<file path="config.mk">
export PLATFORM = sky130hd
export DESIGN_NAME = sd_card_spi_mode_host_sequencer
export DESIGN_NICKNAME = d
export VERILOG_FILES = /design/src/sv/sdspi_pkg.sv /design/src/sv/sdspi_fsm.sv /design/src/sv/sd_card_spi_mode_host_sequencer.sv
export SDC_FILE = /design/constraint.sdc
export NUM_CORES = 1
export LEC_CHECK = 0
export BUFFER_PORTS_ARGS = -buffer_cell sky130_fd_sc_hd__buf_4
export CAP_MARGIN = 5
export CORE_ASPECT_RATIO = 0.75
export CORE_MARGIN = 4
export CORE_UTILIZATION = 25
export DETAILED_ROUTE_END_ITERATION = 8
export SLEW_MARGIN = 25
export SYNTH_ARGS = -nofsm -noshare
export SYNTH_HDL_FRONTEND = slang
export SYNTH_SLANG_ARGS = --single-unit
</file>
<file path="constraint.sdc">
create_clock -name clk -period 6.1 [get_ports clk]
set_input_delay 1.22 -clock clk [delete_from_list [all_inputs] [get_ports clk]]
set_output_delay 1.22 -clock clk [all_outputs]
set_load 0.1 [all_outputs]
</file>
<file path="src/sv/sdspi_pkg.sv">
// Shared types, constants and sequence tables for the SD SPI-mode host sequencer.
package sdspi_pkg;

  localparam int unsigned SECTOR_BYTES = 512;

  // operation codes carried by a start request
  localparam logic [2:0] OP_RESET = 3'd0;
  localparam logic [2:0] OP_CHECK = 3'd1;
  localparam logic [2:0] OP_INIT  = 3'd2;
  localparam logic [2:0] OP_READ  = 3'd3;
  localparam logic [2:0] OP_WRITE = 3'd4;

  // request kinds
  localparam logic FUNC_START = 1'b0;
  localparam logic FUNC_BYTE  = 1'b1;

  // card reply codes and fixed bytes
  localparam logic [7:0] R1_IDLE     = 8'h01;
  localparam logic [7:0] R1_READY    = 8'h00;
  localparam logic [7:0] BYTE_IDLE   = 8'hff;
  localparam logic [7:0] TOKEN_START = 8'hfe;

  localparam logic [7:0] POLL_LIMIT_RESET = 8'd50;

  typedef logic [9:0] count_t;

  typedef enum logic [4:0] {
    PH_IDLE, PH_WARM, PH_CMD0, PH_R0, PH_CMD8, PH_R8, PH_GAP9, PH_CMD58,
    PH_R58, PH_OCR, PH_PRE3, PH_CMD55, PH_R55, PH_ACMD41, PH_R41, PH_LEAD,
    PH_CMD24, PH_R24, PH_GAP5, PH_TOKEN, PH_WDATA, PH_WCRC, PH_BUSY, PH_CMD17,
    PH_R17, PH_WAITFE, PH_RDATA, PH_RCRC, PH_TAIL1, PH_TAIL2
  } phase_t;

  // one result item
  typedef struct packed {
    logic       tx_valid;
    logic [7:0] tx_byte;
    logic       cs_low;
    logic       data_request;
    logic       rd_valid;
    logic [7:0] rd_byte;
    logic       rd_last;
    logic       done_res;
    logic [7:0] result_byte;
    logic       busy_res;
  } rsp_t;

  // length of a counted phase; zero marks a polling phase
  function automatic count_t ph_len(phase_t ph, count_t startup);
    count_t len;
    unique case (ph)
      PH_WARM:                                  len = startup;
      PH_CMD0, PH_CMD8, PH_CMD58, PH_CMD55,
      PH_ACMD41, PH_CMD24, PH_CMD17:            len = count_t'(6);
      PH_GAP9:                                  len = count_t'(9);
      PH_OCR:                                   len = count_t'(8);
      PH_PRE3:                                  len = count_t'(3);
      PH_LEAD, PH_TOKEN, PH_TAIL1:              len = count_t'(1);
      PH_GAP5:                                  len = count_t'(5);
      PH_WDATA, PH_RDATA:                       len = count_t'(SECTOR_BYTES);
      PH_WCRC, PH_RCRC, PH_TAIL2:               len = count_t'(2);
      default:                                  len = '0;
    endcase
    return len;
  endfunction

  // phase that follows a counted phase
  function automatic phase_t ph_next(phase_t ph);
    phase_t nx;
    unique case (ph)
      PH_WARM:   nx = PH_CMD0;
      PH_CMD0:   nx = PH_R0;
      PH_CMD8:   nx = PH_R8;
      PH_GAP9:   nx = PH_CMD58;
      PH_CMD58:  nx = PH_R58;
      PH_OCR:    nx = PH_TAIL1;
      PH_PRE3:   nx = PH_CMD55;
      PH_CMD55:  nx = PH_R55;
      PH_ACMD41: nx = PH_R41;
      PH_LEAD:   nx = PH_CMD24;
      PH_CMD24:  nx = PH_R24;
      PH_GAP5:   nx = PH_TOKEN;
      PH_TOKEN:  nx = PH_WDATA;
      PH_WDATA:  nx = PH_WCRC;
      PH_WCRC:   nx = PH_BUSY;
      PH_CMD17:  nx = PH_R17;
      PH_RDATA:  nx = PH_RCRC;
      PH_RCRC:   nx = PH_TAIL1;
      default:   nx = PH_IDLE;
    endcase
    return nx;
  endfunction

  // card is selected in every phase but the idle clocking phases
  function automatic logic cs_of(phase_t ph);
    return !(ph == PH_IDLE || ph == PH_WARM || ph == PH_GAP9 ||
             ph == PH_PRE3 || ph == PH_TAIL1 || ph == PH_TAIL2);
  endfunction

  // bytes of the commands without an address argument
  function automatic logic [7:0] cmd_byte(phase_t ph, logic [2:0] j);
    logic [7:0] b;
    b = BYTE_IDLE;
    unique case (ph)
      PH_CMD0: begin
        case (j)
          3'd0:    b = 8'h40;
          3'd5:    b = 8'h95;
          default: b = 8'h00;
        endcase
      end
      PH_CMD8: begin
        case (j)
          3'd0:    b = 8'h48;
          3'd3:    b = 8'h01;
          3'd4:    b = 8'haa;
          3'd5:    b = 8'h87;
          default: b = 8'h00;
        endcase
      end
      PH_CMD58: begin
        case (j)
          3'd0:    b = 8'h7a;
          3'd5:    b = BYTE_IDLE;
          default: b = 8'h00;
        endcase
      end
      PH_CMD55: begin
        case (j)
          3'd0:    b = 8'h77;
          3'd5:    b = BYTE_IDLE;
          default: b = 8'h00;
        endcase
      end
      PH_ACMD41: begin
        case (j)
          3'd0:    b = 8'h69;
          3'd1:    b = 8'h40;
          3'd5:    b = BYTE_IDLE;
          default: b = 8'h00;
        endcase
      end
      default: b = BYTE_IDLE;
    endcase
    return b;
  endfunction

endpackage

</file>
<file path="src/sv/sdspi_fsm.sv">
// Sequencer state and the one-pass decision for each request.
module sdspi_fsm #(
  parameter int STARTUP_BYTES = 16
) (
  input  logic              clk,
  input  logic              rst,
  input  logic              en,
  input  logic              func,
  input  logic [2:0]        op,
  input  logic [22:0]       sector,
  input  logic [7:0]        rx_byte,
  input  logic [7:0]        wr_byte,
  input  logic [7:0]        poll_limit,
  output sdspi_pkg::rsp_t   rsp
);
  import sdspi_pkg::*;

  localparam count_t STARTUP = count_t'(STARTUP_BYTES);

  phase_t      phase, phase_next;
  logic [2:0]  cur_op, cur_op_next;
  count_t      byte_count, byte_count_next;
  logic [7:0]  poll_count, poll_count_next;
  logic [22:0] sector_q, sector_q_next;
  logic [7:0]  last_reply, last_reply_next;

  // decision flags handed to the output block
  logic   emit, busy_only, done, rdv, rdl;
  count_t len, cnt1;
  logic [7:0] pc1;
  logic   poll_end;

  assign len      = ph_len(phase, STARTUP);
  assign cnt1     = byte_count + count_t'(1);
  assign pc1      = poll_count + 8'd1;
  assign poll_end = (pc1 >= poll_limit);

  // next state
  always_comb begin
    phase_next      = phase;
    cur_op_next     = cur_op;
    byte_count_next = byte_count;
    poll_count_next = poll_count;
    sector_q_next   = sector_q;
    last_reply_next = last_reply;
    emit      = 1'b0;
    busy_only = 1'b0;
    done      = 1'b0;
    rdv       = 1'b0;
    rdl       = 1'b0;
    if (func == FUNC_START) begin
      if (phase != PH_IDLE) begin
        busy_only = 1'b1;
      end else if (op <= OP_WRITE) begin
        cur_op_next     = op;
        sector_q_next   = sector;
        last_reply_next = '0;
        byte_count_next = '0;
        poll_count_next = '0;
        emit            = 1'b1;
        unique case (op)
          OP_RESET: phase_next = PH_WARM;
          OP_CHECK: phase_next = PH_CMD8;
          OP_INIT:  phase_next = PH_PRE3;
          OP_READ:  phase_next = PH_CMD17;
          default:  phase_next = PH_LEAD;
        endcase
      end
    end else if (phase != PH_IDLE) begin
      if (len != '0) begin
        // counted phase
        if (phase == PH_OCR) last_reply_next = rx_byte;
        if (phase == PH_RDATA) begin
          rdv = 1'b1;
          rdl = (byte_count == count_t'(SECTOR_BYTES - 1));
        end
        if (cnt1 >= len) begin
          phase_next      = ph_next(phase);
          byte_count_next = '0;
          poll_count_next = '0;
          if (ph_next(phase) == PH_IDLE) done = 1'b1;
          else emit = 1'b1;
        end else begin
          byte_count_next = cnt1;
          emit            = 1'b1;
        end
      end else begin
        // polling phase: a phase change clears both counters
        emit = 1'b1;
        unique case (phase)
          PH_R0:
            if (rx_byte == R1_IDLE) phase_next = PH_TAIL2;
          PH_R8:
            if (rx_byte == R1_IDLE) phase_next = PH_GAP9;
          PH_R58:
            if (rx_byte != BYTE_IDLE) phase_next = PH_OCR;
          PH_R24:
            if (rx_byte == R1_READY) phase_next = PH_GAP5;
          PH_BUSY:
            if (rx_byte == BYTE_IDLE) phase_next = PH_TAIL2;
          PH_WAITFE:
            if (rx_byte == TOKEN_START) phase_next = PH_RDATA;
          PH_R55: begin
            poll_count_next = pc1;
            if (poll_end || rx_byte == R1_IDLE) phase_next = PH_ACMD41;
          end
          PH_R41: begin
            if (rx_byte == R1_READY) begin
              phase_next = PH_TAIL2;
            end else begin
              poll_count_next = pc1;
              if (poll_end) phase_next = PH_CMD55;
            end
          end
          PH_R17: begin
            poll_count_next = pc1;
            if (poll_end || rx_byte != BYTE_IDLE)
              phase_next = (rx_byte == R1_READY) ? PH_WAITFE : PH_CMD17;
          end
          default: begin
            phase_next = PH_IDLE;
            emit       = 1'b0;
          end
        endcase
        if (phase_next != phase) begin
          byte_count_next = '0;
          poll_count_next = '0;
        end
      end
    end
  end

  // result item
  always_comb begin
    logic [2:0] j;
    logic [7:0] tx;
    j  = (byte_count_next < count_t'(6)) ? byte_count_next[2:0] : 3'd5;
    tx = BYTE_IDLE;
    unique case (phase_next)
      PH_CMD24, PH_CMD17: begin
        case (j)
          3'd0:    tx = (phase_next == PH_CMD24) ? 8'h58 : 8'h51;
          3'd1:    tx = sector_q_next[22:15];
          3'd2:    tx = sector_q_next[14:7];
          3'd3:    tx = {sector_q_next[6:0], 1'b0};
          3'd4:    tx = 8'h00;
          default: tx = BYTE_IDLE;
        endcase
      end
      PH_TOKEN: tx = TOKEN_START;
      PH_WDATA: tx = wr_byte;
      default:  tx = cmd_byte(phase_next, j);
    endcase

    rsp = '0;
    if (emit) begin
      rsp.tx_valid     = 1'b1;
      rsp.tx_byte      = tx;
      rsp.cs_low       = cs_of(phase_next);
      rsp.data_request = (phase_next == PH_TOKEN) ||
                         (phase_next == PH_WDATA &&
                          byte_count_next < count_t'(SECTOR_BYTES - 1));
      rsp.busy_res     = 1'b1;
      rsp.rd_valid     = rdv;
      rsp.rd_byte      = rdv ? rx_byte : 8'h00;
      rsp.rd_last      = rdl;
    end else if (busy_only) begin
      rsp.cs_low   = cs_of(phase);
      rsp.busy_res = 1'b1;
    end else if (done) begin
      rsp.done_res    = 1'b1;
      rsp.result_byte = (cur_op == OP_CHECK) ? last_reply : 8'h00;
    end
  end

  // state registers, updated once per processed request
  always_ff @(posedge clk) begin
    if (rst) begin
      phase      <= PH_IDLE;
      cur_op     <= '0;
      byte_count <= '0;
      poll_count <= '0;
      sector_q   <= '0;
      last_reply <= '0;
    end else if (en) begin
      phase      <= phase_next;
      cur_op     <= cur_op_next;
      byte_count <= byte_count_next;
      poll_count <= poll_count_next;
      sector_q   <= sector_q_next;
      last_reply <= last_reply_next;
    end
  end

`ifndef SYNTHESIS
  // a finished operation leaves the sequencer idle
  a_done_idle: assert property (@(posedge clk) disable iff (rst)
    en && rsp.done_res |=> phase == PH_IDLE)
    else $error("done without returning to idle");

  // a start is only taken from idle
  a_start_idle: assert property (@(posedge clk) disable iff (rst)
    en && func == FUNC_START && $past(1'b1) && phase != PH_IDLE |=> $stable(cur_op))
    else $error("start accepted while busy");

  // read data only while the card is selected and exchanging
  a_rd_cs: assert property (@(posedge clk) disable iff (rst)
    rsp.rd_valid |-> rsp.cs_low && rsp.tx_valid && rsp.busy_res)
    else $error("read data outside a selected exchange");
`endif

endmodule

</file>
<file path="src/sv/sd_card_spi_mode_host_sequencer.sv">
// Top level: request register, sequencer, result register and poll limit register.
//
//  channel   valid      stall      payload
//  request   req_valid  req_stall  func, op, sector, rx_byte, wr_byte
//  result    rsp_valid  rsp_stall  tx_valid .. busy_res
//  config    cfg_we     -          cfg_data (poll_limit)
//
// One request per cycle while the result is not stalled; each request passes through
// the request register, then the result register. The sequencer state moves
// when a request passes from the request register into the result register.
// rst is synchronous: idle, poll limit back to 50. A stalled result holds the
// result register; the request register still takes one more request.
module sd_card_spi_mode_host_sequencer #(
  parameter int STARTUP_BYTES = 16
) (
  input  logic        clk,
  input  logic        rst,
  input  logic        req_valid,
  output logic        req_stall,
  input  logic        func,
  input  logic [2:0]  op,
  input  logic [22:0] sector,
  input  logic [7:0]  rx_byte,
  input  logic [7:0]  wr_byte,
  output logic        rsp_valid,
  input  logic        rsp_stall,
  output logic        tx_valid,
  output logic [7:0]  tx_byte,
  output logic        cs_low,
  output logic        data_request,
  output logic        rd_valid,
  output logic [7:0]  rd_byte,
  output logic        rd_last,
  output logic        done_res,
  output logic [7:0]  result_byte,
  output logic        busy_res,
  input  logic        cfg_we,
  input  logic [7:0]  cfg_data
);
  import sdspi_pkg::*;

  logic        s1_valid;
  logic        s1_func;
  logic [2:0]  s1_op;
  logic [22:0] s1_sector;
  logic [7:0]  s1_rx;
  logic [7:0]  s1_wr;
  logic [7:0]  poll_limit;
  logic        adv;
  logic        take;
  rsp_t        rsp_comb, rsp_q;

  // handshake: the request register moves on whenever the result slot frees
  assign adv       = s1_valid && (!rsp_valid || !rsp_stall);
  assign req_stall = s1_valid && !adv;
  assign take      = req_valid && !req_stall;

  // configuration register
  always_ff @(posedge clk) begin
    if (rst) begin
      poll_limit <= POLL_LIMIT_RESET;
    end else if (cfg_we) begin
      poll_limit <= cfg_data;
    end
  end

  // request register
  always_ff @(posedge clk) begin
    if (rst) begin
      s1_valid <= 1'b0;
    end else if (take) begin
      s1_valid <= 1'b1;
    end else if (adv) begin
      s1_valid <= 1'b0;
    end
  end

  always_ff @(posedge clk) begin
    if (take) begin
      s1_func   <= func;
      s1_op     <= op;
      s1_sector <= sector;
      s1_rx     <= rx_byte;
      s1_wr     <= wr_byte;
    end
  end

  sdspi_fsm #(
    .STARTUP_BYTES(STARTUP_BYTES)
  ) u_fsm (
    .clk        (clk),
    .rst        (rst),
    .en         (adv),
    .func       (s1_func),
    .op         (s1_op),
    .sector     (s1_sector),
    .rx_byte    (s1_rx),
    .wr_byte    (s1_wr),
    .poll_limit (poll_limit),
    .rsp        (rsp_comb)
  );

  // result register
  always_ff @(posedge clk) begin
    if (rst) begin
      rsp_valid <= 1'b0;
    end else if (adv) begin
      rsp_valid <= 1'b1;
    end else if (!rsp_stall) begin
      rsp_valid <= 1'b0;
    end
  end

  always_ff @(posedge clk) begin
    if (adv) begin
      rsp_q <= rsp_comb;
    end
  end

  assign tx_valid     = rsp_q.tx_valid;
  assign tx_byte      = rsp_q.tx_byte;
  assign cs_low       = rsp_q.cs_low;
  assign data_request = rsp_q.data_request;
  assign rd_valid     = rsp_q.rd_valid;
  assign rd_byte      = rsp_q.rd_byte;
  assign rd_last      = rsp_q.rd_last;
  assign done_res     = rsp_q.done_res;
  assign result_byte  = rsp_q.result_byte;
  assign busy_res     = rsp_q.busy_res;

`ifndef SYNTHESIS
  // a processed request always lands in the result register
  a_adv_rsp: assert property (@(posedge clk) disable iff (rst)
    adv |=> rsp_valid)
    else $error("processed request lost");

  // request side stalls only with a full request register
  a_stall_full: assert property (@(posedge clk) disable iff (rst)
    req_stall |-> s1_valid && rsp_valid && rsp_stall)
    else $error("request stalled without cause");

  // a done result ends the operation
  a_done_flags: assert property (@(posedge clk) disable iff (rst)
    rsp_valid && done_res |-> !busy_res && !tx_valid && !rd_valid)
    else $error("done result marked busy");

  // write data is only asked for inside a selected exchange
  a_dreq_cs: assert property (@(posedge clk) disable iff (rst)
    rsp_valid && data_request |-> cs_low && tx_valid)
    else $error("data request outside an exchange");
`endif

endmodule

</file>
==> Word level (Yosys, flattened, before mapping) <==
Memories as Yosys holds them, arrays and structs flattened. A register that Yosys moved wholly into a read port is not among the register bits.
Index checks and enable logic that the tools add are counted.
{ "word_totals": {"register_bits": 141, "rom_bits": 512, "in_bits": 56, "elab_cells": 229, "n_memories": 3} }
{ "classes": {"n_addsub": 2, "order_cmp": 5, "eq_ne": 53, "n_mux": 94, "bitwise_logic": 4, "n_reduce_logical": 44} }
{ "mem_list": {"columns": ["memory", "depth", "width", "read_ports", "rd_clocked_by_memory_dff", "wr", "line_no", "rtl"], "rows": [
  ["(no name shown)", 32, 6, 1, 1, 0, "sdspi_pkg.sv:51", "unique case (ph)"],
  ["(no name shown)", 32, 5, 1, 1, 0, "sdspi_pkg.sv:70", "unique case (ph)"],
  ["(no name shown)", 32, 5, 1, 1, 0, "sdspi_pkg.sv:70", null]
]} }
{ "ops": {"columns": ["cell", "count"], "rows": [
  ["2-to-1 mux 5 bit", 29],
  ["2-to-1 mux 8 bit", 13],
  ["one-hot mux 8 bit (5 select lines)", 2],
  ["2-to-1 mux 10 bit", 7],
  ["2-to-1 mux 23 bit", 3],
  ["== test 5 bit, second input constant", 13],
  ["one-hot mux 8 bit (2 select lines)", 4],
  ["one-hot mux 8 bit (3 select lines)", 2],
  ["one-hot mux 5 bit (9 select lines)", 1],
  ["== test 5 x 4 -> 1 bit, second input constant", 8],
  ["one-hot mux 8 bit (4 select lines)", 1],
  ["2-to-1 mux 1 bit", 26],
  ["== test 5 x 3 -> 1 bit, second input constant", 5],
  ["one-hot mux 5 bit (4 select lines)", 1],
  ["2-to-1 mux 9 bit", 2],
  ["== test 8 bit, second input constant", 2],
  ["zero test 5 bit", 3],
  ["logical OR 1 bit", 14],
  ["== test 3 x 2 -> 1 bit, second input constant", 4],
  ["adder 10 x 1 -> 10 bit, second input constant", 1],
  ["== test 10 x 9 -> 1 bit, second input constant", 1],
  ["== test 5 x 1 -> 1 bit, second input constant", 2],
  ["== test 5 x 2 -> 1 bit, second input constant", 2],
  [">= comparator 10 bit", 1],
  ["32 further kinds", 55]
]} }

==> Longest topological paths before layout <==
Gate-level depths: netlist of run 1.
{ "depth": {"depth_word": 20, "depth_mapped": 20} }

==> By module <==
A second synthesis of run 1 with hierarchy kept.
{ "hier_totals": {"cells_unflattened": 1017, "hier_area_um2": 8934.8} }
{ "by_module_without_submodules": {"columns": ["module", "instances", "cells_each", "area_each_um2"], "rows": [
  ["sdspi_fsm", 1, 907, 6338.6],
  ["sd_card_spi_mode_host_sequencer", 1, 110, 2596.2]
]} }

==> Least setup slack after synthesis of run 1 <==
Ideal clock, no wire load.
{ "synth_timing": {"path_kind": "input to register", "start": "in rsp_stall", "end": "reg s1_func (enable)", "setup_ns": 0.448, "arrival_time_ns": 3.832, "required_time_ns": 5.652, "slack_ns": 1.820, "cell_stages": 2, "path_buffers": 0, "path_cell_list": "and3_1 -> nor2b_1"} }
{ "synth_via": {"elab_chain_cells": 7} }
{ "synth_lines": {"columns": ["element", "line_no", "rtl"], "rows": [
  ["start: declaration", "sd_card_spi_mode_host_sequencer.sv:26", "input logic rsp_stall,"],
  ["zero test 1 bit", null, null],
  ["logical OR 1 bit", "sd_card_spi_mode_host_sequencer.sv:54", "assign adv = s1_valid && (!rsp_valid || !rsp_stall);"],
  ["logical AND 1 bit", "sd_card_spi_mode_host_sequencer.sv:54", null],
  ["zero test 1 bit", "sd_card_spi_mode_host_sequencer.sv:55", "assign req_stall = s1_valid && !adv;"],
  ["logical AND 1 bit", "sd_card_spi_mode_host_sequencer.sv:55", null],
  ["zero test 1 bit", "sd_card_spi_mode_host_sequencer.sv:56", "assign take = req_valid && !req_stall;"],
  ["logical AND 1 bit", "sd_card_spi_mode_host_sequencer.sv:56", null],
  ["via take", "sd_card_spi_mode_host_sequencer.sv:50", "logic take;"],
  ["end signal: assignment", "sd_card_spi_mode_host_sequencer.sv:80", "s1_func <= func;"],
  ["end: declaration", "sd_card_spi_mode_host_sequencer.sv:43", "logic s1_func;"]
]} }
The timed path passes the listed nets, and every way through them passes these cells.
A chain may end at the register's enable or synchronous reset.

==> Final worst setup path of run 1 <==
{ "layout_timing": {"start": "reg u_fsm.poll_count[0]", "end": "reg rsp_q, in the netlist data_request, data pin"} }
{ "layout_via": {"elab_chain_cells": 16, "elab_cells_between_ends": 25, "cone_classes": "1 x add/sub; 2 x order compare; 3 x eq/ne; 15 x mux; 4 x reduce/logical"} }
{ "layout_lines": {"columns": ["element", "line_no", "rtl"], "rows": [
  ["start: declaration", "sdspi_fsm.sv:23", "logic [7:0] poll_count, poll_count_next;"],
  ["start signal: assignment", "sdspi_fsm.sv:189", "poll_count <= poll_count_next;"],
  ["adder 8 x 1 -> 8 bit (*)", "sdspi_fsm.sv:35", "assign pc1 = poll_count + 8'd1;"],
  [">= comparator 8 bit (*)", "sdspi_fsm.sv:36", "assign poll_end = (pc1 >= poll_limit);"],
  ["2-to-1 mux 5 bit (tied with other cells)", "sdspi_fsm.sv:112", "if (poll_end) phase_next = PH_CMD55;"],
  ["2-to-1 mux 5 bit (on tied branches)", "sdspi_fsm.sv:108, sdspi_fsm.sv:105, sdspi_fsm.sv:117", null],
  ["one-hot mux 5 bit (9 select lines) (*)", "sdspi_fsm.sv:90", "unique case (phase)"],
  ["2-to-1 mux 5 bit (*)", "sdspi_fsm.sv:70", "if (len != '0) begin"],
  ["2-to-1 mux 5 bit (*)", "sdspi_fsm.sv:69", "end else if (phase != PH_IDLE) begin"],
  ["2-to-1 mux 5 bit (*)", "sdspi_fsm.sv:51", "if (func == FUNC_START) begin"],
  ["inequality test 5 bit", "sdspi_fsm.sv:125", "if (phase_next != phase) begin"],
  ["2-to-1 mux 10 bit", "sdspi_fsm.sv:125", null],
  ["2-to-1 mux 10 bit", "sdspi_fsm.sv:70", null],
  ["2-to-1 mux 10 bit", "sdspi_fsm.sv:69", null],
  ["2-to-1 mux 10 bit", "sdspi_fsm.sv:51", null],
  ["< comparator 10 x 9 -> 1 bit", "sdspi_fsm.sv:162", "byte_count_next < count_t'(SECTOR_BYTES - 1));"],
  ["logical AND 1 bit", "sdspi_fsm.sv:161", "(phase_next == PH_WDATA &&"],
  ["logical OR 1 bit (*)", "sdspi_fsm.sv:160", "rsp.data_request = (phase_next == PH_TOKEN) ||"],
  ["end signal: assignment", "sd_card_spi_mode_host_sequencer.sv:116", "rsp_q <= rsp_comb;"],
  ["end: declaration", "sd_card_spi_mode_host_sequencer.sv:51", "rsp_t rsp_comb, rsp_q;"]
]} }
Mark *: on every way between the ends. The rest lies on a longest branch, timed or not. The select of a mux whose other input is x is not followed.

==> impl_results.md, run 1 <==
- WL final: 26.4 mm
- Setup fix buffers added after clock tree synthesis: 0
- Primary FF master, synth: sky130_fd_sc_hd__dfxtp_1
- Smallest hold slack: 0.449 ns
- Number of instances resized during post-cts repair: 0
- CTS tree: done
- EDFF count, synth: 74
- Worst path bufs/invs: 0
- Crit path max-delay family: compound AO/OA/AOI/OAI gates
- Fin util: 0.308
- Tightest Pin Transition: 0.910 ns
- Power density normalized to cell area: 284 nW/um2
- Final non-filler cell area: 10500 um2
- I/O pin count: a little under 90
- Final setup violation count: 0
- Total power consumption of the routed design: 2.97 mW
- Number of vias per cell: 5.21
- Area of the core: 34000 um2
- Reg clk slew, reported paths: approximately 0.07 ns
- Setup tns final: 0 ns
- Overall die width: roughly 220 um
- Post-layout nets: 1121
- Area of the mapped netlist: between 8000 and 9000 um2
- Post-synthesis to final-layout area growth: 20.0%
- Final Hold Fails: 0
- Worst setup slack before clock tree synthesis: ~1.2 ns
- Worst min-delay path category: flip-flop to flip-flop
- Worst path slowest cell: sky130_fd_sc_hd__a211oi_4
- Worst reg2reg endpoint: data_request
- Tcrit/Tclk final: 0.817
- Element type at the critical path start: flip-flop
- Leading cell types by count after synthesis: 128 x sky130_fd_sc_hd__nand2_1, 84 x sky130_fd_sc_hd__nor2_1, 78 x sky130_fd_sc_hd__dfxtp_1
- Number of global-route vias before repair: 7332
- Critical path peak fanout: 19
- Synth top area cells: sky130_fd_sc_hd__edfxtp_1 25%, sky130_fd_sc_hd__dfxtp_1 18%, sky130_fd_sc_hd__nand2_1 5.5%, sky130_fd_sc_hd__a21oi_1 4.2%, sky130_fd_sc_hd__nor2_1 3.6%
- Number of distinct standard cells referenced by the synthesized netlist: 82
- Crit path capture type: flip-flop
- Clk buf depth: 2
- Fraction of synthesis flops using an asynchronous set or reset pin: 0
- Iter 0 DRT Violations: 702
- Post-placement cell area: a little under 10000 um2
- Routed wirelength normalized by instance count: 17.6 um
- GRT Total Usage: 0.139
- Time the worst path needs with I/O delays and setup: roughly 5 ns
- Die ar.: 37900 um2
- Number of standard-cell rows in the floorplan: 58
- # port buffers: 88
- Number of antenna violations at the first check in global routing: 0
- Post-CTS Hold Fix Bufs: 0
- Starting Density: 0.257
- Post-detailed-route count of antenna-violating nets: 0
- Worst VDD drop: 0.000153 V
- Syn avg cell area: 8.91 um2
- Internal reg-to-reg setup slack: 1.12 ns
- Most instantiated library cell after synthesis: sky130_fd_sc_hd__nand2_1
- Cell depth of the worst flop-to-flop path: 15
- Final antenna diode count: 0
- Number of nets in the synthesized netlist: 1056
- Crit path largest cell delay: between 0.6 and 0.7 ns
- GRT overflow: 0
- Arrival time reported for the critical path endpoint: 5.14 ns
- Area fraction of the dominant cell type after synthesis: 0.255
- Post-Syn Instances: 978
- Number of flip-flops and latches in the synthesized netlist: approximately 150
- Maximum clock skew at final layout: 0.0126 ns
- Library cell occupying the most area in the post-synthesis netlist: sky130_fd_sc_hd__edfxtp_1
- Count of clock tree sinks: 152
- Total clock buffers created by CTS: 17
- R2R Path Start: u_fsm.poll_count[0]
- Fraction of layout cells with a size suffix above 1: 0.168
- Clock insertion delay at the later pin of the skew report: between 0.4 and 0.5 ns
- Relative slew slack: 0.393
- Cell count after placement: between 1k and 1.5k
- Syn. warnings: 0
- Worst Slack Setup Final: 1.12 ns
- Final slew viol count: 0
- Standby leakage power: approximately 3.8 nW
- Hold endpoint: u_fsm.last_reply[7]
- Critical hold path startpoint: u_fsm.last_reply[7]
- Sequential cell area fraction in the yosys report: 0.434
- Height of the die: between 150 and 200 um
- First-pass GRT wire length: 41.8 mm
- Status: complete, no violations
- Required time worst endpoint: between 6 and 7 ns
- Pre-antenna DRT Iters: 6
- Placed wire-length estimate: 19.2 mm
- Max Freq: about 200 MHz
- Total of max-cap violations: 0
- Maximum level of the CTS H-tree: 4
- Pin count of the biggest net entering global routing: 67
- Vias: 7848
- Number of standard cells in the layout, taps in and fillers out: around 1.5k
- RSZ-0062 raised after global routing: no
- CP Cell Sequence: ha_1 > nand3_1 > nor2_1 > xor2_1 > ha_1 > a21o_1 > a21o_1 > a211o_1 > nand3_1 > a32oi_1 > a211oi_4 > a31oi_4 > or4_1 > o31ai_1 > o41ai_1
- Final weighted congestion in routability-driven placement: slightly above 0.9
- Count of cells along the worst hold path: 2
- Number of remaining DRC errors: 0
- Kind of critical path: flip-flop to flip-flop
- CTS root buffer: sky130_fd_sc_hd__clkbuf_16
==> worst reg2reg max path, cell delays in order (launching register included) <==
cell and delay [ns]:
sky130_fd_sc_hd__dfxtp_1 0.41, sky130_fd_sc_hd__ha_1 0.21, sky130_fd_sc_hd__nand3_1 0.14, sky130_fd_sc_hd__nor2_1 0.16
sky130_fd_sc_hd__xor2_1 0.21, sky130_fd_sc_hd__ha_1 0.28, sky130_fd_sc_hd__a21o_1 0.19, sky130_fd_sc_hd__a21o_1 0.21
sky130_fd_sc_hd__a211o_1 0.32, sky130_fd_sc_hd__nand3_1 0.13, sky130_fd_sc_hd__a32oi_1 0.29, sky130_fd_sc_hd__a211oi_4 0.69
sky130_fd_sc_hd__a31oi_4 0.36, sky130_fd_sc_hd__or4_1 0.59, sky130_fd_sc_hd__o31ai_1 0.32, sky130_fd_sc_hd__o41ai_1 0.20
==> state kept, by name, indices dropped and copies added, names as in the netlist, 3 cells and up, named ones only <==
register          cells
u_fsm.cur_op          3
rd_byte               8
u_fsm.poll_count      8
s1_sector            23
s1_op                 3
poll_limit            8
s1_wr                 8
s1_rx                 8
u_fsm.sector_q       23
u_fsm.last_reply      8
tx_byte               8
result_byte           8
u_fsm.byte_count     10
u_fsm.phase           5
u_fsm.len             6
==> power breakdown <==
group          switching (mW)  internal [mW]
combinational           0.509          0.226
clock                   0.512          0.553
sequential             0.0413           1.13
==> metal layers <==
metal	global-route usage	part of all wire	vias up
met2	0.194	0.41	278
met3	0.0422	0.076	34
met5	0	0	-
met1	0.208	0.50	3759
met4	0.0346	0.014	0
li1	-	-	3777
==> worst max-delay path by stage <==
stage,from,end,slack (ns),cells after the start
after global placement,u_fsm.poll_count[0],data_request,1.10,15
after CTS,u_fsm.poll_count[0],data_request,1.13,15
after detailed placement,u_fsm.poll_count[0],data_request,1.17,15
after global routing,u_fsm.poll_count[0],tx_byte[4],0.76,16
after floorplan,rsp_stall,s1_func,1.82,2
final,u_fsm.poll_count[0],data_request,1.12,15
==> cells by family (layout without fill, tap and decap cells) <==
kind of cell | Yosys count | count (layout) | synth area share
and+or+nand+nor | 389 | 389 | 0.218
AOI/OAI and AO/OA | 284 | 284 | 0.230
DFF | 152 | 152 | 0.434
buffers and inverters | 89 | 167 | 0.0398
adders and majority gates | 22 | 22 | 0.0316
muxes | 22 | 22 | 0.0257
xor gates and xnor gates | 20 | 20 | 0.0210
==> cells in the final DEF, fill, tap and decap left out, types with 5 or more instances in the layout <==
cell	netlist	final
sky130_fd_sc_hd__a311oi_1	6	6
sky130_fd_sc_hd__edfxtp_1	74	74
sky130_fd_sc_hd__mux2i_1	19	19
sky130_fd_sc_hd__dfxtp_1	78	78
sky130_fd_sc_hd__buf_4	1	107
sky130_fd_sc_hd__or4_1	8	8
sky130_fd_sc_hd__or3b_2	5	5
sky130_fd_sc_hd__o22ai_1	12	12
sky130_fd_sc_hd__o31ai_1	12	12
sky130_fd_sc_hd__nor4_1	11	11
sky130_fd_sc_hd__ha_1	22	22
sky130_fd_sc_hd__nor3_1	19	19
sky130_fd_sc_hd__and2_1	25	25
sky130_fd_sc_hd__a31oi_1	10	10
sky130_fd_sc_hd__or3_1	8	8
sky130_fd_sc_hd__nand2b_1	14	14
sky130_fd_sc_hd__nand2_1	128	128
sky130_fd_sc_hd__a21o_1	6	6
sky130_fd_sc_hd__nand4_1	6	6
sky130_fd_sc_hd__clkinv_8	0	5
sky130_fd_sc_hd__a211o_1	7	7
sky130_fd_sc_hd__a22oi_1	16	16
sky130_fd_sc_hd__o211ai_1	5	5
sky130_fd_sc_hd__o21a_1	6	6
sky130_fd_sc_hd__and3_1	10	10
sky130_fd_sc_hd__o2111ai_1	6	6
sky130_fd_sc_hd__inv_1	27	27
sky130_fd_sc_hd__nor2_1	84	84
sky130_fd_sc_hd__xnor2_1	13	13
sky130_fd_sc_hd__xor2_1	6	6
sky130_fd_sc_hd__a211oi_1	20	19
sky130_fd_sc_hd__nand3_1	40	40
sky130_fd_sc_hd__a22o_1	6	6
sky130_fd_sc_hd__clkbuf_16	0	17
sky130_fd_sc_hd__a211oi_2	5	6
sky130_fd_sc_hd__a21oi_1	73	73
sky130_fd_sc_hd__o21ai_0	44	44
sky130_fd_sc_hd__nor2b_1	6	5
==> final cells by class <==
class | instances | area (um2)
inverter | 28 | 105
clock inverter | 15 | 179
fill | 3603 | 23500
tap | 450 | 563
timing repair buffer | 107 | 803
clock buffer | 17 | 425
multi-input combinational | 737 | 4600
sequential | 152 | 3780
No activity file was read; power rests on OpenSTA's default activity.
==> run 2, diff against run 1 <==
--- a/config.mk
+++ b/config.mk
@@ -5,6 +5,7 @@
 export SDC_FILE = /design/constraint.sdc
 export NUM_CORES = 1
 export LEC_CHECK = 0
+export ABC_AREA = 1
 export BUFFER_PORTS_ARGS = -buffer_cell sky130_fd_sc_hd__buf_4
 export CAP_MARGIN = 5
 export CORE_ASPECT_RATIO = 0.75
==> constraint.sdc (replaced) <==
create_clock -name clk -period 4.5 [get_ports clk]
set_input_delay 0.9 -clock clk [delete_from_list [all_inputs] [get_ports clk]]
set_output_delay 0.9 -clock clk [all_outputs]
set_load 0.1 [all_outputs]
==> run 2 against run 1 <==
Compared with the run above: count of clock-buffer cells in the layout up 1; critical path depth increased by 14; clock power up 40%; critical endpoint is now tx_byte[5]; setup slack worse by 0.77 ns; largest power group unchanged.
==> impl_results.md, run 2 <==
- Status: complete, no violations
- Maximum clock skew at final layout: 0.0124 ns (-0.000227 ns)
- Post-synthesis to final-layout area growth: 22.1%
- Power density normalized to cell area: 386 nW/um2 (+36%)
- Reg clk slew, reported paths: 0.07 ns (about the same)
- Max Freq: 241 MHz (+20%)
- Total of max-cap violations: 0 (unchanged)
- Required time worst endpoint: 4.69 ns (-1.57 ns)
- Starting Density: 0.256 (-0.000669)
- CTS tree: done
- Number of antenna violations at the first check in global routing: 0 (unchanged)
- Post-detailed-route count of antenna-violating nets: 0 (unchanged)
- Smallest hold slack: 0.454 ns (+0.00540 ns)
- GRT Total Usage: 0.127 (-0.0120)
- Vias: 7728 (-1.5%)
- Syn avg cell area: 7.70 um2 (-14%)
- Relative slew slack: 0.423 (+0.0298)
- Kind of critical path: flip-flop to flip-flop
- Sequential cell area fraction in the yosys report: 0.436 (+0.00207)
- Final slew viol count: 0 (unchanged)
- Final Hold Fails: 0 (unchanged)
- Post-layout nets: 1295 (+16%)
- Worst min-delay path category: flip-flop to flip-flop
- First-pass GRT wire length: 38.4 mm (-8.1%)
- Placed wire-length estimate: 18.0 mm (-6.0%)
- Pin count of the biggest net entering global routing: 56 (-16%)
- Standby leakage power: 4.55 nW (+20%)
- Launch point of the critical path: u_fsm.poll_count[2]
- Clk buf depth: 2 (unchanged)
- GRT overflow: 0 (unchanged)
- Total power consumption of the routed design: 4.09 mW (+38%)
- Main combinational cell family by area after synthesis: simple AND/OR/NAND/NOR gates
- Tcrit/Tclk final: 0.922 (+0.106)
- Leading cell type in the layout, fill and taps excluded: sky130_fd_sc_hd__nand2_1
- Iter 0 DRT Violations: 699 (-0.43%)
- Post-placement cell area: 9830 um2 (-0.20%)
- Mux share of post-synthesis cell area: 0 (-0.0257)
- Crit path largest cell delay: 0.36 ns (-0.33 ns)
- I/O pin count: 89 (unchanged)
- Pre-antenna DRT Iters: 5 (-1)
- Total clock buffers created by CTS: 17 (unchanged)
- Area fraction of the dominant cell type after synthesis: 0.256 (+0.00121)
- R2R Path Start: u_fsm.poll_count[2]
- Complex-gate fraction of the synthesized area: 0.153 (-0.0769)
- Post-Syn Instances: 1127 (+15%)
- Crit path capture type: flip-flop
- Primary FF master, synth: sky130_fd_sc_hd__dfxtp_1
- Top library cells by usage in the layout, fill and taps aside: 225 x sky130_fd_sc_hd__nand2_1, 142 x sky130_fd_sc_hd__inv_1, 131 x sky130_fd_sc_hd__nor2_1
- Number of remaining DRC errors: 0 (unchanged)
- WL final: 24.4 mm (-7.9%)
- Final setup violation count: 0 (unchanged)
- Number of flip-flops and latches in the synthesized netlist: 152 (unchanged)
- Tightest Pin Transition: 0.865 ns (-0.0445 ns)
- Fraction of synthesis flops using an asynchronous set or reset pin: 0 (unchanged)
- Synth top area cells: sky130_fd_sc_hd__edfxtp_1 26%, sky130_fd_sc_hd__dfxtp_1 18%, sky130_fd_sc_hd__nand2_1 10%, sky130_fd_sc_hd__inv_1 6.2%, sky130_fd_sc_hd__nor2_1 6.0%
- CTS root buffer: sky130_fd_sc_hd__clkbuf_16
- Final antenna diode count: 0 (unchanged)
- # port buffers: 88 (unchanged)
- Final weighted congestion in routability-driven placement: 0.949 (+2.2%)
- Maximum level of the CTS H-tree: 4 (unchanged)
- Area of the core: 33900 um2 (-0.21%)
- Synthesized-area fraction occupied by and/or/nand/nor cells: 0.271 (+0.0535)
- Syn. warnings: 0 (unchanged)
- Number of distinct standard cells referenced by the synthesized netlist: 52 (-37%)
- Worst VDD drop: 0.000268 V (+76%)
- Adder and majority cell fraction of the synthesized area: 0.0317 (+0.000150)
- Overall die width: 223 um (-0.23%)
- Largest registers in the final layout: s1_sector: 23 flops, u_fsm.sector_q: 23 flops, u_fsm.byte_count: 10 flops
- Element type at the critical path start: flip-flop
- EDFF count, synth: 74 (unchanged)
- Most instantiated library cell after synthesis: sky130_fd_sc_hd__nand2_1
- Critical hold path startpoint: u_fsm.sector_q[22]
- Library cell occupying the most area in the post-synthesis netlist: sky130_fd_sc_hd__edfxtp_1
- Routed wirelength normalized by instance count: 14.5 um (-17%)
- Clock insertion delay at the later pin of the skew report: 0.44 ns (about the same)
- Number of standard-cell rows in the floorplan: 58 (unchanged)
- Fraction of layout cells with a size suffix above 1: 0.202 (+0.0348)
- Number of vias per cell: 4.60 (-12%)
- Die ar.: 37800 um2 (-0.45%)
- Share of the synthesized netlist area taken by xor and xnor gates: 0.0131 (-0.00783)
- Arrival time reported for the critical path endpoint: 4.34 ns (-0.80 ns)
- Post-CTS Hold Fix Bufs: 0 (unchanged)
- Count of clock tree sinks: 152 (unchanged)
- Critical Path Most Common Cell: sky130_fd_sc_hd__nand2_1
- Number of nets in the synthesized netlist: 1205 (+14%)
- Time the worst path needs with I/O delays and setup: 4.15 ns (-0.832 ns)
- Worst path slowest cell: sky130_fd_sc_hd__dfxtp_4
- Number of global-route vias before repair: 7174 (-2.2%)
- Height of the die: 169 um (-0.22%)
- Fill cell total of the finished layout: 3529 (-2.1%)
- Leading cell types by count after synthesis: 232 x sky130_fd_sc_hd__nand2_1, 144 x sky130_fd_sc_hd__inv_1, 138 x sky130_fd_sc_hd__nor2_1
- Area of the mapped netlist: 8670 um2 (-0.47%)
- Critical path peak fanout: 9 (-10)
- Setup tns final: 0 ns (unchanged)
- Final non-filler cell area: 10600 um2 (+1.3%)
[run 2: cell count changes after synthesis, sizes merged, moves of 12 or more]
cell and change:
inv +140, mux2i -19, nand4 +17, nand3 +13, xnor2 -12, clkbuf -29
and2 -24, o31ai -12, nand2 +118, o21ai +29, nand2b -14, nor2 +80
a22oi -17
[run 2: report_power, final]
part | switching (mW) | internal, mW
registers | 0.0546 | 1.55
logic | 0.703 | 0.297
clock network | 0.632 | 0.849
[run 2: worst max-delay path: cells and delay by family (launching register included)]
family,cells,cell delay [ns]
and+or+nand+nor,22,2.34
AOI/OAI and AO/OA,3,0.39
DFF,1,0.36
buffers and inverters,2,0.30
adders and majority gates,1,0.29
xor gates and xnor gates,1,0.23
[run 2: routing by layer]
layer / GRT usage / vias up / routed length (um)
met3: 0.0313 / 14 / 1530
li1: - / 3917 / -
met2: 0.184 / 228 / 10200
met5: 0 / - / 0
met4: 0.0281 / 0 / 218
met1: 0.190 / 3569 / 12400
[run 2: final timing paths]
check	endpoint	slack, ns	depth (start not counted)
worst max-delay path	tx_byte[5]	0.35	29
worst min-delay path	u_fsm.sector_q[22]	0.45	2
worst max register to register	tx_byte[5]	0.35	29
worst min register to register	u_fsm.sector_q[22]	0.45	2
[run 2: logic make-up after synthesis]
| logic type | count (synthesis) |
|---|---|
| AND/OR/NAND/NOR | 514 |
| AO/OA/AOI/OAI | 222 |
| buffers and inverters | 204 |
| flip-flops | 152 |
| adder cells (fa/ha/maj) | 22 |
| XOR/XNOR | 13 |
[run 2: through the flow]
| step | setup WS [ns] | utilization | std cells |
|---|---|---|---|
| 3_5_place_dp | 0.0689 | 0.290 | 1644 |
| 3_3_place_gp | 0.118 | 0.290 | 1644 |
| 6_report | 0.350 | 0.313 | 1680 |
| 5_1_grt | -0.0279 | 0.313 | 1680 |
| 4_1_cts | 0.0616 | 0.308 | 1676 |
| 2_1_floorplan | 0.817 | - | 1127 |
[run 2: final cells by class]
class	count	area, um2	share of cell area
Timing Repair Buffer	106	796	0.0751
Clock inverter	14	164	0.0155
Clock buffer	18	439	0.0415
Tap cell	450	563	0.0532
Inverter	169	643	0.0607
Multi-Input combinational cell	771	4200	0.396
Sequential cell	152	3790	0.358
[run 2: timing repair]
| action | CTS | global route |
|---|---|---|
| setup buffers | 0 | 4 |
| endpoints found under the setup margin | 0 | 14 |
| resized for setup | 0 | 35 |
==> run 3, diff against run 2 <==
--- a/config.mk
+++ b/config.mk
@@ -10,8 +10,9 @@
 export CAP_MARGIN = 5
 export CORE_ASPECT_RATIO = 0.75
 export CORE_MARGIN = 4
-export CORE_UTILIZATION = 25
+export CORE_UTILIZATION = 54
 export DETAILED_ROUTE_END_ITERATION = 8
+export PLACE_DENSITY = 0.77
 export SLEW_MARGIN = 25
 export SYNTH_ARGS = -nofsm -noshare
 export SYNTH_HDL_FRONTEND = slang
==> run 3 against run 2 <==
Compared with the run above: fmax is 0.43% lower; hold slack better by 0.0072 ns; critical endpoint is now tx_byte[2]; critical path type unchanged; final cell count is 15% lower; via count is 1.9% higher.
==> impl_results.md, run 3 (synthesis gave the netlist of run 2 again) <==
- Status: complete, no violations
- Die ar.: 18200 um2 (-52%)
- R2R Path Start: u_fsm.poll_count[2]
- Final antenna diode count: 0 (unchanged)
- Vias: 7876 (+1.9%)
- Element type at the critical path start: flip-flop
- Relative slew slack: 0.396 (-0.0265)
- Number of standard cells in the layout, taps in and fillers out: 1433 (-15%)
- Smallest hold slack: 0.462 ns (+0.00722 ns)
- Iter 0 DRT Violations: 869 (+24%)
- Required time worst endpoint: 4.79 ns (+0.10 ns)
- Power density normalized to cell area: 388 nW/um2 (+0.60%)
- # port buffers: 88 (unchanged)
- Final setup violation count: 0 (unchanged)
- Pin count of the biggest net entering global routing: 56 (unchanged)
- Count of clock tree sinks: 152 (unchanged)
- WL final: 22.0 mm (-9.6%)
- Clock insertion delay at the later pin of the skew report: 0.44 ns (about the same)
- Placed wire-length estimate: 16.1 mm (-11%)
- Worst reg2reg endpoint: tx_byte[2]
- I/O pin count: 89 (unchanged)
- GRT Total Usage: 0.246 (+0.120)
- CTS root buffer: sky130_fd_sc_hd__clkbuf_16
- Number of remaining DRC errors: 0 (unchanged)
- Number of antenna violations at the first check in global routing: 0 (unchanged)
- Fin util: 0.657 (+0.345)
- Crit path capture type: flip-flop
- Internal reg-to-reg setup slack: 0.33 ns (-0.02 ns)
- Height of the die: 118 um (-30%)
- Launch point of the critical path: u_fsm.poll_count[2]
- Area of the core: 15500 um2 (-54%)
- Kind of critical path: flip-flop to flip-flop
- Maximum level of the CTS H-tree: 4 (unchanged)
- Crit path largest cell delay: 0.38 ns (+0.02 ns)
- Post-detailed-route count of antenna-violating nets: 0 (unchanged)
- Final weighted congestion in routability-driven placement: 0.940 (-0.94%)
- GRT overflow: 0 (unchanged)
- Worst Slack Setup Final: 0.332 ns (-0.0178 ns)
- Worst path bufs/invs: 1 (-1)
- CTS tree: done
- Tcrit/Tclk final: 0.926 (+0.00395)
- Routed wirelength normalized by instance count: 15.4 um (+5.9%)
- Worst VDD drop: 0.000260 V (-3.2%)
- Largest registers in the final layout: s1_sector: 23 flops, u_fsm.sector_q: 23 flops, u_fsm.byte_count: 10 flops
- Number of global-route vias before repair: 7115 (-0.82%)
- Cell count after placement: 1397 (-15%)
- Path length in cells of the critical path: 31 (+6.9%)
- Critical Path Most Common Cell: sky130_fd_sc_hd__nand2_1
- Maximum clock skew at final layout: 0.00949 ns (-0.00291 ns)
- Crit path max-delay family: simple AND/OR/NAND/NOR gates
- Post-CTS Hold Fix Bufs: 0 (unchanged)
- Reg clk slew, reported paths: 0.07 ns (about the same)
- Post-layout nets: 1293 (-0.15%)
- Final non-filler cell area: 10200 um2 (-4.0%)
- Fraction of layout cells with a size suffix above 1: 0.192 (-0.0103)
- Fill cell total of the finished layout: 1324 (-62%)
- Max Freq: 240 MHz (-0.43%)
- Critical path peak fanout: 9 (unchanged)
- Arrival time reported for the critical path endpoint: 4.46 ns (+0.12 ns)
- Overall die width: 154 um (-31%)
- Total of max-cap violations: 0 (unchanged)
- Worst setup slack before clock tree synthesis: 0.218 ns (+0.149 ns)
- Standby leakage power: 4.52 nW (-0.72%)
- Clk buf depth: 2 (unchanged)
- Post-placement cell area: 9510 um2 (-3.3%)
- End point of the critical path: tx_byte[2]
- Final slew viol count: 0 (unchanged)
- Cell depth of the worst flop-to-flop path: 31 (+6.9%)
- Tightest Pin Transition: 0.906 ns (+0.0407 ns)
- RSZ-0062 raised after global routing: yes
- Leading cell type in the layout, fill and taps excluded: sky130_fd_sc_hd__nand2_1
- Worst path slowest cell: sky130_fd_sc_hd__dfxtp_1
- Total clock buffers created by CTS: 17 (unchanged)
- Number of standard-cell rows in the floorplan: 39 (-33%)
- Pre-antenna DRT Iters: 5 (unchanged)
- Number of vias per cell: 5.50 (+19%)
- Top library cells by usage in the layout, fill and taps aside: 229 x sky130_fd_sc_hd__nand2_1, 143 x sky130_fd_sc_hd__inv_1, 134 x sky130_fd_sc_hd__nor2_1
- Final Hold Fails: 0 (unchanged)
- Starting Density: 0.561 (+0.305)
- First-pass GRT wire length: 36.5 mm (-5.0%)
- Worst min-delay path category: flip-flop to flip-flop
- Post-synthesis to final-layout area growth: 17.2%
- Time the worst path needs with I/O delays and setup: 4.17 ns (+0.0178 ns)
[run 3: cell types whose count changed in the layout (fill, tap and decap cells not counted), moves of 3 or more]
cell / previous run / this run
sky130_fd_sc_hd__buf_4: 106 / 102
sky130_fd_sc_hd__clkinv_2: 3 / 0
sky130_fd_sc_hd__nand2_1: 225 / 229
sky130_fd_sc_hd__nand2_2: 18 / 14
sky130_fd_sc_hd__nor2_1: 131 / 134
[run 3: what timing repair did]
item | in CTS | in global routing
buffers inserted | 0 | 3
resized for setup | 0 | 15
setup endpoints to repair | 0 | 14
[run 3: final cells by class]
cell class / instances / area, um2 / area share
clock inverters: 14 / 133 / 0.0130
well taps: 205 / 256 / 0.0252
flip-flops and latches: 152 / 3790 / 0.372
clock buffers: 18 / 429 / 0.0422
multi-input cells: 772 / 4140 / 0.407
repair buffers: 103 / 786 / 0.0773
inverters: 169 / 642 / 0.0631
[run 3: worst min-delay path by stage]
stage,start,endpoint,slack (ns),cells past startpoint
2_1_floorplan,u_fsm.cur_op[2],u_fsm.cur_op[2],0.43,2
6_report,u_fsm.sector_q[2],u_fsm.sector_q[2],0.46,2
3_5_place_dp,u_fsm.sector_q[10],u_fsm.sector_q[10],0.45,2
3_3_place_gp,u_fsm.sector_q[22],u_fsm.sector_q[22],0.44,2
4_1_cts,u_fsm.cur_op[2],u_fsm.cur_op[2],0.46,2
5_1_grt,u_fsm.sector_q[4],u_fsm.sector_q[4],0.48,2
[run 3: worst min-delay path: stages (launching register included)]
cell,delay [ns]
sky130_fd_sc_hd__dfxtp_1,0.30
sky130_fd_sc_hd__inv_1,0.06
sky130_fd_sc_hd__a211oi_1,0.06
[run 3: power breakdown]
group / switching, mW / leakage (nW) / internal [mW]
logic: 0.678 / 2.89 / 0.289
clock network: 0.643 / 0.271 / 0.728
registers: 0.0588 / 1.36 / 1.55
[run 3: metrics by stage]
step / setup TNS, ns / power, mW
6_report: 0 / 3.95
5_1_grt: -0.200 / 4.13
4_1_cts: 0 / 3.93
3_5_place_dp: 0 / 2.57
3_3_place_gp: 0 / 2.57
2_1_floorplan: 0 / 2.33
[run 3: layer usage]
layer,global-route usage,wire length (um),up-vias,part of all wire
met5,0,0,-,0
met4,0.0778,412,0,0.019
met3,0.0581,2240,44,0.10
met2,0.334,8890,385,0.40
met1,0.383,10500,3518,0.48
li1,-,-,3929,-
